--- config.mk ---
export PLATFORM = sky130hd
export DESIGN_NAME = relative_path_normalizer_core
export DESIGN_NICKNAME = d
export VERILOG_FILES = /design/src/sv/rpn_pkg.sv /design/src/sv/rpn_front.sv /design/src/sv/rpn_queue.sv /design/src/sv/rpn_back.sv /design/src/sv/relative_path_normalizer_core.sv
export SDC_FILE = /design/constraint.sdc
export NUM_CORES = 1
export LEC_CHECK = 0
export ABC_CLOCK_PERIOD_IN_PS = 5370
export BUFFER_PORTS_ARGS = -buffer_cell sky130_fd_sc_hd__clkbuf_2
export CAP_MARGIN = 10
export CORE_MARGIN = 2
export CORE_UTILIZATION = 55
export DETAILED_ROUTE_END_ITERATION = 7
export GPL_TIMING_DRIVEN = 0
export MAX_ROUTING_LAYER = met4
export PLACE_DENSITY = 0.75
export SYNTH_ARGS = -nofsm -noshare
export SYNTH_HDL_FRONTEND = slang
export SYNTH_SLANG_ARGS = --single-unit
--- constraint.sdc ---
create_clock -name clk -period 5.37 [get_ports clk]
set_clock_uncertainty 0.15 [all_clocks]
set_input_delay 1.611 -clock clk [delete_from_list [all_inputs] [get_ports clk]]
set_output_delay 1.611 -clock clk [all_outputs]
set_load 0.1 [all_outputs]
--- src/sv/rpn_pkg.sv ---
// Types and constants of the relative path normalizer.
// Used by the front, queue, back and top-level modules; depends on nothing.
package rpn_pkg;

    localparam logic [1:0] ST_OK           = 2'd0;
    localparam logic [1:0] ST_INVALID_PATH = 2'd1;
    localparam logic [1:0] ST_TOO_SMALL    = 2'd2;
    localparam logic [1:0] ST_INVALID_ARG  = 2'd3;

    localparam logic [7:0] CH_NUL   = 8'h00;
    localparam logic [7:0] CH_SPACE = 8'h20;
    localparam logic [7:0] CH_DEL   = 8'h7f;
    localparam logic [7:0] CH_DQUOT = 8'h22;
    localparam logic [7:0] CH_STAR  = 8'h2a;
    localparam logic [7:0] CH_DOT   = 8'h2e;
    localparam logic [7:0] CH_SLASH = 8'h2f;
    localparam logic [7:0] CH_COLON = 8'h3a;
    localparam logic [7:0] CH_LT    = 8'h3c;
    localparam logic [7:0] CH_GT    = 8'h3e;
    localparam logic [7:0] CH_QUEST = 8'h3f;
    localparam logic [7:0] CH_BSLASH = 8'h5c;
    localparam logic [7:0] CH_PIPE  = 8'h7c;
    localparam logic [7:0] CH_UP_A  = 8'h41;
    localparam logic [7:0] CH_UP_Z  = 8'h5a;
    localparam logic [7:0] CH_LO_A  = 8'h61;
    localparam logic [7:0] CH_LO_Z  = 8'h7a;
    localparam logic [7:0] CASE_OFFSET = 8'h20;

    localparam int SLOTS   = 4;
    localparam int QDEPTH  = 4;
    localparam int QPTR_W  = 2;

    typedef struct packed {
        logic [2:0]            count;
        logic [SLOTS-1:0][7:0] bytes;
        logic                  done;
        logic [1:0]            status;
    } plan_t;

    typedef struct packed {
        logic full;
        logic empty;
    } q_status_t;

endpackage

--- src/sv/rpn_front.sv ---
// Front part of the relative path normalizer: classifies each path byte,
// keeps the per-path state and turns each byte into a plan of output beats.
// Depends on rpn_pkg.
module rpn_front #(
    parameter int SIZE_W   = 9,
    parameter int MAX_PATH = 256
) (
    input  logic           clk,
    input  logic           rst_n,
    input  logic           take,
    input  logic [7:0]     path_byte,
    input  logic           cfg_write,
    input  logic [8:0]     cfg_data,
    output logic           push,
    output rpn_pkg::plan_t plan
);

    logic [SIZE_W-1:0] out_size_reg;
    logic [SIZE_W-1:0] wc_reg, wc_next;
    logic [1:0]        held_reg, held_next;
    logic              open_reg, open_next;
    logic [1:0]        pos_reg, pos_next;
    logic              fwl_reg, fwl_next;
    logic              err_reg, err_next;
    logic [1:0]        kind_reg, kind_next;

    always_comb
    begin
        logic              is_sep;
        logic              is_letter;
        logic              is_upper;
        logic              is_bad;
        logic [7:0]        lc;
        logic [2:0]        sep_cnt;
        logic [2:0]        prefix;
        logic [2:0]        avail;
        logic [2:0]        n;
        logic [SIZE_W-1:0] diff;

        is_sep    = (path_byte == rpn_pkg::CH_SLASH) || (path_byte == rpn_pkg::CH_BSLASH);
        is_upper  = (path_byte >= rpn_pkg::CH_UP_A) && (path_byte <= rpn_pkg::CH_UP_Z);
        is_letter = is_upper ||
                    ((path_byte >= rpn_pkg::CH_LO_A) && (path_byte <= rpn_pkg::CH_LO_Z));
        is_bad    = (path_byte < rpn_pkg::CH_SPACE) || (path_byte >= rpn_pkg::CH_DEL) ||
                    (path_byte == rpn_pkg::CH_COLON) || (path_byte == rpn_pkg::CH_STAR) ||
                    (path_byte == rpn_pkg::CH_QUEST) || (path_byte == rpn_pkg::CH_DQUOT) ||
                    (path_byte == rpn_pkg::CH_LT) || (path_byte == rpn_pkg::CH_GT) ||
                    (path_byte == rpn_pkg::CH_PIPE) || (path_byte == rpn_pkg::CH_SPACE);
        lc        = is_upper ? (path_byte + rpn_pkg::CASE_OFFSET) : path_byte;

        sep_cnt = (!open_reg && (wc_reg != '0)) ? 3'd1 : 3'd0;
        prefix  = open_reg ? 3'd0 : (sep_cnt + {1'b0, held_reg});
        if (out_size_reg > wc_reg)
        begin
            diff  = out_size_reg - wc_reg - SIZE_W'(1);
            avail = (diff >= SIZE_W'(4)) ? 3'd4 : diff[2:0];
        end
        else
        begin
            diff  = '0;
            avail = 3'd0;
        end

        wc_next   = wc_reg;
        held_next = held_reg;
        open_next = open_reg;
        pos_next  = pos_reg;
        fwl_next  = fwl_reg;
        err_next  = err_reg;
        kind_next = kind_reg;
        n         = 3'd0;
        push      = 1'b0;
        plan      = '0;

        if (path_byte == rpn_pkg::CH_NUL)
        begin
            plan.count = 3'd1;
            plan.done  = 1'b1;
            if (err_reg)
            begin
                plan.status = kind_reg;
            end
            else if ((pos_reg == 2'd0) || (held_reg == 2'd2) || (wc_reg == '0))
            begin
                plan.status = rpn_pkg::ST_INVALID_PATH;
            end
            else
            begin
                plan.status = rpn_pkg::ST_OK;
            end
            push      = 1'b1;
            wc_next   = '0;
            held_next = 2'd0;
            open_next = 1'b0;
            pos_next  = 2'd0;
            fwl_next  = 1'b0;
            err_next  = 1'b0;
            kind_next = rpn_pkg::ST_OK;
        end
        else
        begin
            if (pos_reg == 2'd0)
            begin
                if ((out_size_reg == '0) && !err_next)
                begin
                    err_next  = 1'b1;
                    kind_next = rpn_pkg::ST_INVALID_ARG;
                end
                if (is_sep && !err_next)
                begin
                    err_next  = 1'b1;
                    kind_next = rpn_pkg::ST_INVALID_PATH;
                end
                fwl_next = is_letter;
            end
            else if (pos_reg == 2'd1)
            begin
                if (fwl_reg && (path_byte == rpn_pkg::CH_COLON) &&
                    (!err_next || (kind_next == rpn_pkg::ST_TOO_SMALL)))
                begin
                    err_next  = 1'b1;
                    kind_next = rpn_pkg::ST_INVALID_PATH;
                end
            end
            if (pos_reg < 2'd2)
            begin
                pos_next = pos_reg + 2'd1;
            end

            if (!err_next)
            begin
                if (is_sep)
                begin
                    if (held_reg == 2'd2)
                    begin
                        err_next  = 1'b1;
                        kind_next = rpn_pkg::ST_INVALID_PATH;
                    end
                    held_next = 2'd0;
                    open_next = 1'b0;
                end
                else if ((path_byte == rpn_pkg::CH_DOT) && !open_reg && (held_reg < 2'd2))
                begin
                    held_next = held_reg + 2'd1;
                end
                else
                begin
                    held_next = 2'd0;
                    open_next = 1'b1;
                    if (prefix > avail)
                    begin
                        n         = avail;
                        err_next  = 1'b1;
                        kind_next = rpn_pkg::ST_TOO_SMALL;
                    end
                    else if (is_bad)
                    begin
                        n         = prefix;
                        err_next  = 1'b1;
                        kind_next = rpn_pkg::ST_INVALID_PATH;
                    end
                    else if (prefix + 3'd1 > avail)
                    begin
                        n         = prefix;
                        err_next  = 1'b1;
                        kind_next = rpn_pkg::ST_TOO_SMALL;
                    end
                    else
                    begin
                        n = prefix + 3'd1;
                    end
                end
            end

            wc_next    = wc_reg + SIZE_W'(n);
            push       = (n != 3'd0);
            plan.count = n;
            for (int j = 0; j < rpn_pkg::SLOTS; j++)
            begin
                if (3'(j) < sep_cnt)
                begin
                    plan.bytes[j] = rpn_pkg::CH_SLASH;
                end
                else if (3'(j) < prefix)
                begin
                    plan.bytes[j] = rpn_pkg::CH_DOT;
                end
                else
                begin
                    plan.bytes[j] = lc;
                end
            end
        end

        if (!take)
        begin
            push = 1'b0;
        end
    end

    always_ff @(posedge clk or negedge rst_n)
    begin
        if (!rst_n)
        begin
            out_size_reg <= SIZE_W'(MAX_PATH);
            wc_reg       <= '0;
            held_reg     <= 2'd0;
            open_reg     <= 1'b0;
            pos_reg      <= 2'd0;
            fwl_reg      <= 1'b0;
            err_reg      <= 1'b0;
            kind_reg     <= rpn_pkg::ST_OK;
        end
        else
        begin
            if (cfg_write)
            begin
                out_size_reg <= SIZE_W'(cfg_data);
            end
            if (take)
            begin
                wc_reg   <= wc_next;
                held_reg <= held_next;
                open_reg <= open_next;
                pos_reg  <= pos_next;
                fwl_reg  <= fwl_next;
                err_reg  <= err_next;
                kind_reg <= kind_next;
            end
        end
    end

endmodule

--- src/sv/rpn_queue.sv ---
// Short plan queue between the front and back parts of the path normalizer.
// Depends on rpn_pkg.
module rpn_queue (
    input  logic              clk,
    input  logic              rst_n,
    input  logic              push,
    input  rpn_pkg::plan_t    push_plan,
    input  logic              pop,
    output rpn_pkg::plan_t    head,
    output rpn_pkg::q_status_t qs
);

    rpn_pkg::plan_t                  mem [rpn_pkg::QDEPTH];
    logic [rpn_pkg::QPTR_W-1:0]      wr_ptr_reg;
    logic [rpn_pkg::QPTR_W-1:0]      rd_ptr_reg;
    logic [rpn_pkg::QPTR_W:0]        count_reg;

    assign head     = mem[rd_ptr_reg];
    assign qs.full  = (count_reg == (rpn_pkg::QPTR_W+1)'(rpn_pkg::QDEPTH));
    assign qs.empty = (count_reg == '0);

    always_ff @(posedge clk)
    begin
        if (push)
        begin
            mem[wr_ptr_reg] <= push_plan;
        end
    end

    always_ff @(posedge clk or negedge rst_n)
    begin
        if (!rst_n)
        begin
            wr_ptr_reg <= '0;
            rd_ptr_reg <= '0;
            count_reg  <= '0;
        end
        else
        begin
            if (push)
            begin
                wr_ptr_reg <= wr_ptr_reg + 1'b1;
            end
            if (pop)
            begin
                rd_ptr_reg <= rd_ptr_reg + 1'b1;
            end
            if (push && !pop)
            begin
                count_reg <= count_reg + 1'b1;
            end
            else if (pop && !push)
            begin
                count_reg <= count_reg - 1'b1;
            end
        end
    end

endmodule

--- src/sv/rpn_back.sv ---
// Back part of the path normalizer: steps through the beats of the head plan
// and presents them in an output register. Depends on rpn_pkg.
module rpn_back (
    input  logic               clk,
    input  logic               rst_n,
    input  rpn_pkg::plan_t     head,
    input  rpn_pkg::q_status_t qs,
    output logic               pop,
    input  logic               result_stall,
    output logic               result_valid,
    output logic [7:0]         out_byte,
    output logic               byte_valid,
    output logic               path_done,
    output logic [1:0]         status,
    output logic               last_of_run
);

    logic       valid_reg;
    logic [1:0] idx_reg;
    logic [7:0] byte_reg;
    logic       bv_reg;
    logic       done_reg;
    logic [1:0] status_reg;
    logic       last_reg;
    logic       load;
    logic       last_beat;

    assign load      = !valid_reg || !result_stall;
    assign last_beat = (({1'b0, idx_reg} + 3'd1) == head.count);
    assign pop       = load && !qs.empty && last_beat;

    always_ff @(posedge clk or negedge rst_n)
    begin
        if (!rst_n)
        begin
            valid_reg <= 1'b0;
            idx_reg   <= 2'd0;
        end
        else if (load)
        begin
            valid_reg <= !qs.empty;
            if (!qs.empty)
            begin
                idx_reg <= last_beat ? 2'd0 : (idx_reg + 2'd1);
            end
        end
    end

    always_ff @(posedge clk)
    begin
        if (load && !qs.empty)
        begin
            byte_reg   <= head.done ? rpn_pkg::CH_NUL : head.bytes[idx_reg];
            bv_reg     <= !head.done;
            done_reg   <= head.done;
            status_reg <= head.done ? head.status : rpn_pkg::ST_OK;
            last_reg   <= last_beat;
        end
    end

    assign result_valid = valid_reg;
    assign out_byte     = byte_reg;
    assign byte_valid   = bv_reg;
    assign path_done    = done_reg;
    assign status       = status_reg;
    assign last_of_run  = last_reg;

endmodule

--- src/sv/relative_path_normalizer_core.sv ---
// Relative path normalizer, top level. Uses rpn_pkg, rpn_front, rpn_queue, rpn_back.
// Path bytes arrive one per beat on path_valid/path_stall; a zero byte ends the path.
// Each byte gives zero to four result beats on result_valid/result_stall: emitted
// bytes with byte_valid set, and one beat with path_done and status for the end.
// The last beat caused by a byte carries last_of_run. A byte that emits nothing
// gives no beat. The buffer size register is written on cfg_valid/cfg_ready and
// is always ready; the user must write it only while no path byte is in flight;
// the block does not enforce this. The front takes one byte per cycle unless the
// queue is full. A byte's plan is written into the queue and, at the queue head,
// loaded into the output register. The back sends one beat per cycle while
// result_stall is low, so a byte's beats occupy the back one after another; the
// four-entry plan queue absorbs that and path_stall rises only when it is full.
// Reset clears all path state, empties the queue and the output register, and sets
// the buffer size to MAX_PATH. While result_stall is high the output beat holds.
module relative_path_normalizer_core #(
    parameter int MAX_PATH = 256
) (
    input  logic       clk,
    input  logic       rst_n,
    input  logic       path_valid,
    output logic       path_stall,
    input  logic [7:0] path_byte,
    input  logic       cfg_valid,
    output logic       cfg_ready,
    input  logic [8:0] cfg_data,
    output logic       result_valid,
    input  logic       result_stall,
    output logic [7:0] out_byte,
    output logic       byte_valid,
    output logic       path_done,
    output logic [1:0] status,
    output logic       last_of_run
);

    localparam int SIZE_W = ($clog2(MAX_PATH + 1) > 9) ? $clog2(MAX_PATH + 1) : 9;

    rpn_pkg::plan_t     plan;
    rpn_pkg::plan_t     head;
    rpn_pkg::q_status_t qs;
    logic               push;
    logic               pop;
    logic               take;

    assign cfg_ready  = 1'b1;
    assign path_stall = qs.full;
    assign take       = path_valid && !qs.full;

    rpn_front #(
        .SIZE_W   (SIZE_W),
        .MAX_PATH (MAX_PATH)
    ) u_front (
        .clk       (clk),
        .rst_n     (rst_n),
        .take      (take),
        .path_byte (path_byte),
        .cfg_write (cfg_valid && cfg_ready),
        .cfg_data  (cfg_data),
        .push      (push),
        .plan      (plan)
    );

    rpn_queue u_queue (
        .clk       (clk),
        .rst_n     (rst_n),
        .push      (push),
        .push_plan (plan),
        .pop       (pop),
        .head      (head),
        .qs        (qs)
    );

    rpn_back u_back (
        .clk          (clk),
        .rst_n        (rst_n),
        .head         (head),
        .qs           (qs),
        .pop          (pop),
        .result_stall (result_stall),
        .result_valid (result_valid),
        .out_byte     (out_byte),
        .byte_valid   (byte_valid),
        .path_done    (path_done),
        .status       (status),
        .last_of_run  (last_of_run)
    );

endmodule

==> impl_results.md <==
* Status: complete, but fails checks
* Failing checks: negative setup slack
* Area after DPL at 10,200 µm²
* RSZ-0062 raised after global routing: yes
* Avg Cell Area, Syn at 14.5 µm²
* Register Area at 5880 µm²
* Max-capacitance violation count at 0
* Final Power at 0.00622 W
* Clk buf depth at 3
* Switching share of power at 37.6%
* Boundary pin count at 38
* CTS H-tree depth at 1
* Crit path DAT at 5.80 ns
* Row count at 48
* DRC Markers at 0
* Post-synthesis register bit count at 202
* Startpoint types: register
* Detailed placement HPWL at 13,300 µm
* Gpl congestion at 0.876
* Critical Path End Type: register
* Max-slew headroom at 28.4%
* Worst Setup SP: u_front.wc_reg[2]
* Initial Util at 56.1%
* Worst path required time at 5.65 ns
* Combinational share of power at 42.6%
* Worst Setup Path Type: register to register
* Sequential area share after synthesis at 60.9%
* CTS sink cnt at 202
* Hold path startpoint: u_back.result_valid
* Pin count of the biggest net entering global routing at 39
* Detailed-route wire length at 23,100 µm
* Worst-skew pair later-pin latency at 0.51 ns
* CP cell instances: inv_1 -> ha_2 -> o211ai_1 -> o21ai_1 -> xnor2_1 -> nand4_4 -> nor4b_4 -> or2b_4 -> ha_4 -> nor2b_4 -> o21ai_2 -> a32oi_2 -> a311oi_1 -> a41o_1 -> or4_4 -> a41oi_4 -> ha_4 -> inv_2 -> fa_2 -> xor2_1 -> nor2_1 -> xor2_1
* Inserted Diodes at 0
* Die width at 137 µm
* Initial antenna violation count at 0
* PwrDens at 538 nW/µm²
* DR WL/cell at 22.9 µm
* CP Max Fanout at 6
* Finished Layout Cells at 1,008
* First-pass GRT wire length at 33,500 µm
* Area Overhead vs Synth at 19.6%
* Final WS setup at -0.155 ns
* Synth Flop Type: edfxtp_1
* Final min period at 5.52 ns
* DR pass1 iterations at 5
* Fillers at 1,156
* Cts hold-fix bufs at 0
* Root Driver: clkbuf_16
* # placed instances at 928
* Highest clock rate at 181 MHz
* Power Internal at 0.00388 W
* Worst reg2reg path startpoint: u_front.wc_reg[2]
* Critical path's slowest cell: or4_4
* Clk pwr share at 22.6%
* Final nets at 826
* P_sw at 0.00234 W
* Die area at 18,600 µm²
* Final ANT Viol Nets at 0
* Seq pwr share at 34.8%
* Max reg flops at 152
* Asr flop ratio synth at 18.3%
* Core ar. at 17,200 µm²
* Area of the multi-input gates at 3840 µm²
* Vias in the first global route at 6,129
* GRT Total Usage at 24.6%
* Tcrit/Tclk final at 103%
* Final hold violations at 0
* Vias per cell at 6.24
* Max-slew violation count at 0
* Final instance area at 11,600 µm²
* Worst Tran Pin Value at 1.07 ns
* CTS tree: done
* Final Setup Violations at 98
* DRT iter0 DRCs at 506
* HP Class: register to register
* Post-synth EDFFs at 165
* Largest stage delay on the critical path at 0.56 ns
* Via count at 6,293
* Gr ovfl total at 0
* Buffers on Ports at 35
* Post-Syn Area at 9660 µm²
* Yosys cell types at 74
* Layout cells sized above 1 at 31.0%
* Clock-pin slew on the worst setup and hold paths at 0.06 ns
* Maximum VDD drop at 0.000397 V
* Synth Instances at 668
* Mapped Nets at 726
* Die Y at 137 µm
* Ys Warns at 0
* Num CTS Buffers at 22
* Setup_tns at -6.84 ns
* Leak at 4.26 nW
what timing repair did:
| item | in CTS | in global routing |
|---|---|---|
| setup buffers | 6 | 31 |
| pin swaps | 11 | 21 |
| gates cloned | 1 | 4 |
| resized for setup | 16 | 45 |
| setup endpoints to repair | 161 | 160 |
worst paths after layout:
path / slack, ns / end / depth (start not counted)
worst max-delay path: -0.15 / u_queue.count_reg[2] / 22
worst min-delay path: 0.36 / u_back.result_valid / 2
worst max register to register: -0.15 / u_queue.count_reg[2] / 22
worst min register to register: 0.36 / u_back.result_valid / 2
max in group asynchronous: 3.28 / u_front.wc_reg[3] / 1
min in group asynchronous: 1.11 / u_front.out_size_reg[6] / 1
routing by layer:
layer | track usage, % | vias to the layer above | part of all wire [%]
met3 | 3.74 | 46 | 7.2
met5 | - | - | 0
met1 | 30.9 | 3162 | 38
met2 | 41.4 | 323 | 53
li1 | - | 2762 | -
met4 | 8.16 | 0 | 2.3
cells in the final DEF, fill, tap and decap left out, drive strengths merged, types with 16 or more instances in the layout:
cell / n
nor3: 18
buf: 50
clkbuf: 74
mux4: 46
inv: 34
o21ai: 22
dfrtp: 36
ha: 33
nand2: 29
a21oi: 30
xnor2: 16
and2: 20
edfxtp: 165
nor2: 63
worst max-delay path: cells and delay by family, from the launching register on:
kind                       cells  cell delay (ns)
and+or+nand+nor                6             1.61
AOI/OAI and AO/OA              7             1.38
adders and majority gates      4             1.12
xor gates and xnor gates       3             0.59
DFF                            1             0.41
buffers and inverters          2             0.17
logic make-up (layout without fill, tap and decap cells):
kind of cell	count (synthesis)	in the layout	synth area share [%]
xor+xnor	21	21	1.90
mux	58	58	12.2
buf+inv	62	173	2.59
simple gates	198	202	11.1
compound gates	90	90	6.42
flops	202	202	60.9
fa+ha+maj	36	36	4.89
other cells	1	1	0.0388
synth_stat cells, types with 5 or more instances:
master	number	area (µm²)
nor2b_1	7	43.8
inv_1	34	128
nand3_1	10	50.1
nand4_1	5	31.3
nor2_1	63	236
buf_2	8	40.0
a21oi_1	30	150
ha_1	33	413
and2_1	16	100
nand2b_1	12	75.1
mux4_2	46	1040
mux2_2	11	124
o21ai_0	21	105
clkbuf_1	12	45.0
nor3_1	18	90.1
xor2_1	5	43.8
nand2_1	29	109
xnor2_1	16	140
edfxtp_1	165	4950
dfrtp_1	36	901
a21o_1	5	37.5
power groups by stage:
stage | clock network [W] | registers, W | logic [W]
after global placement | 0 | 0.00217 | 0.00222
after detailed placement | 0 | 0.00219 | 0.00229
final | 0.00141 | 0.00216 | 0.00265
after global routing | 0.00147 | 0.00219 | 0.00282
after CTS | 0.00141 | 0.00215 | 0.00235
after floorplan | 0 | 0.00253 | 0.00143
final cells by class:
cell class	count	share of cell area, %
plain buffers	25	0.996
clock buffers	26	4.89
clock inverters	13	0.834
inverters	36	1.18
multi-input cells	408	33.2
flip-flops and latches	202	50.9
well taps	225	2.44
repair buffers	73	5.53
stage by stage:
step	setup WS, ns	utilization (%)	hold WS (ns)
after floorplan	0.00237	-	0.303
after global placement	-0.653	59.1	0.317
after detailed placement	-0.727	59.1	0.338
after CTS	-0.0286	63.5	0.350
after global routing	-0.317	67.0	0.368
final	-0.155	67.0	0.356
(Power assumes the default switching activity.)
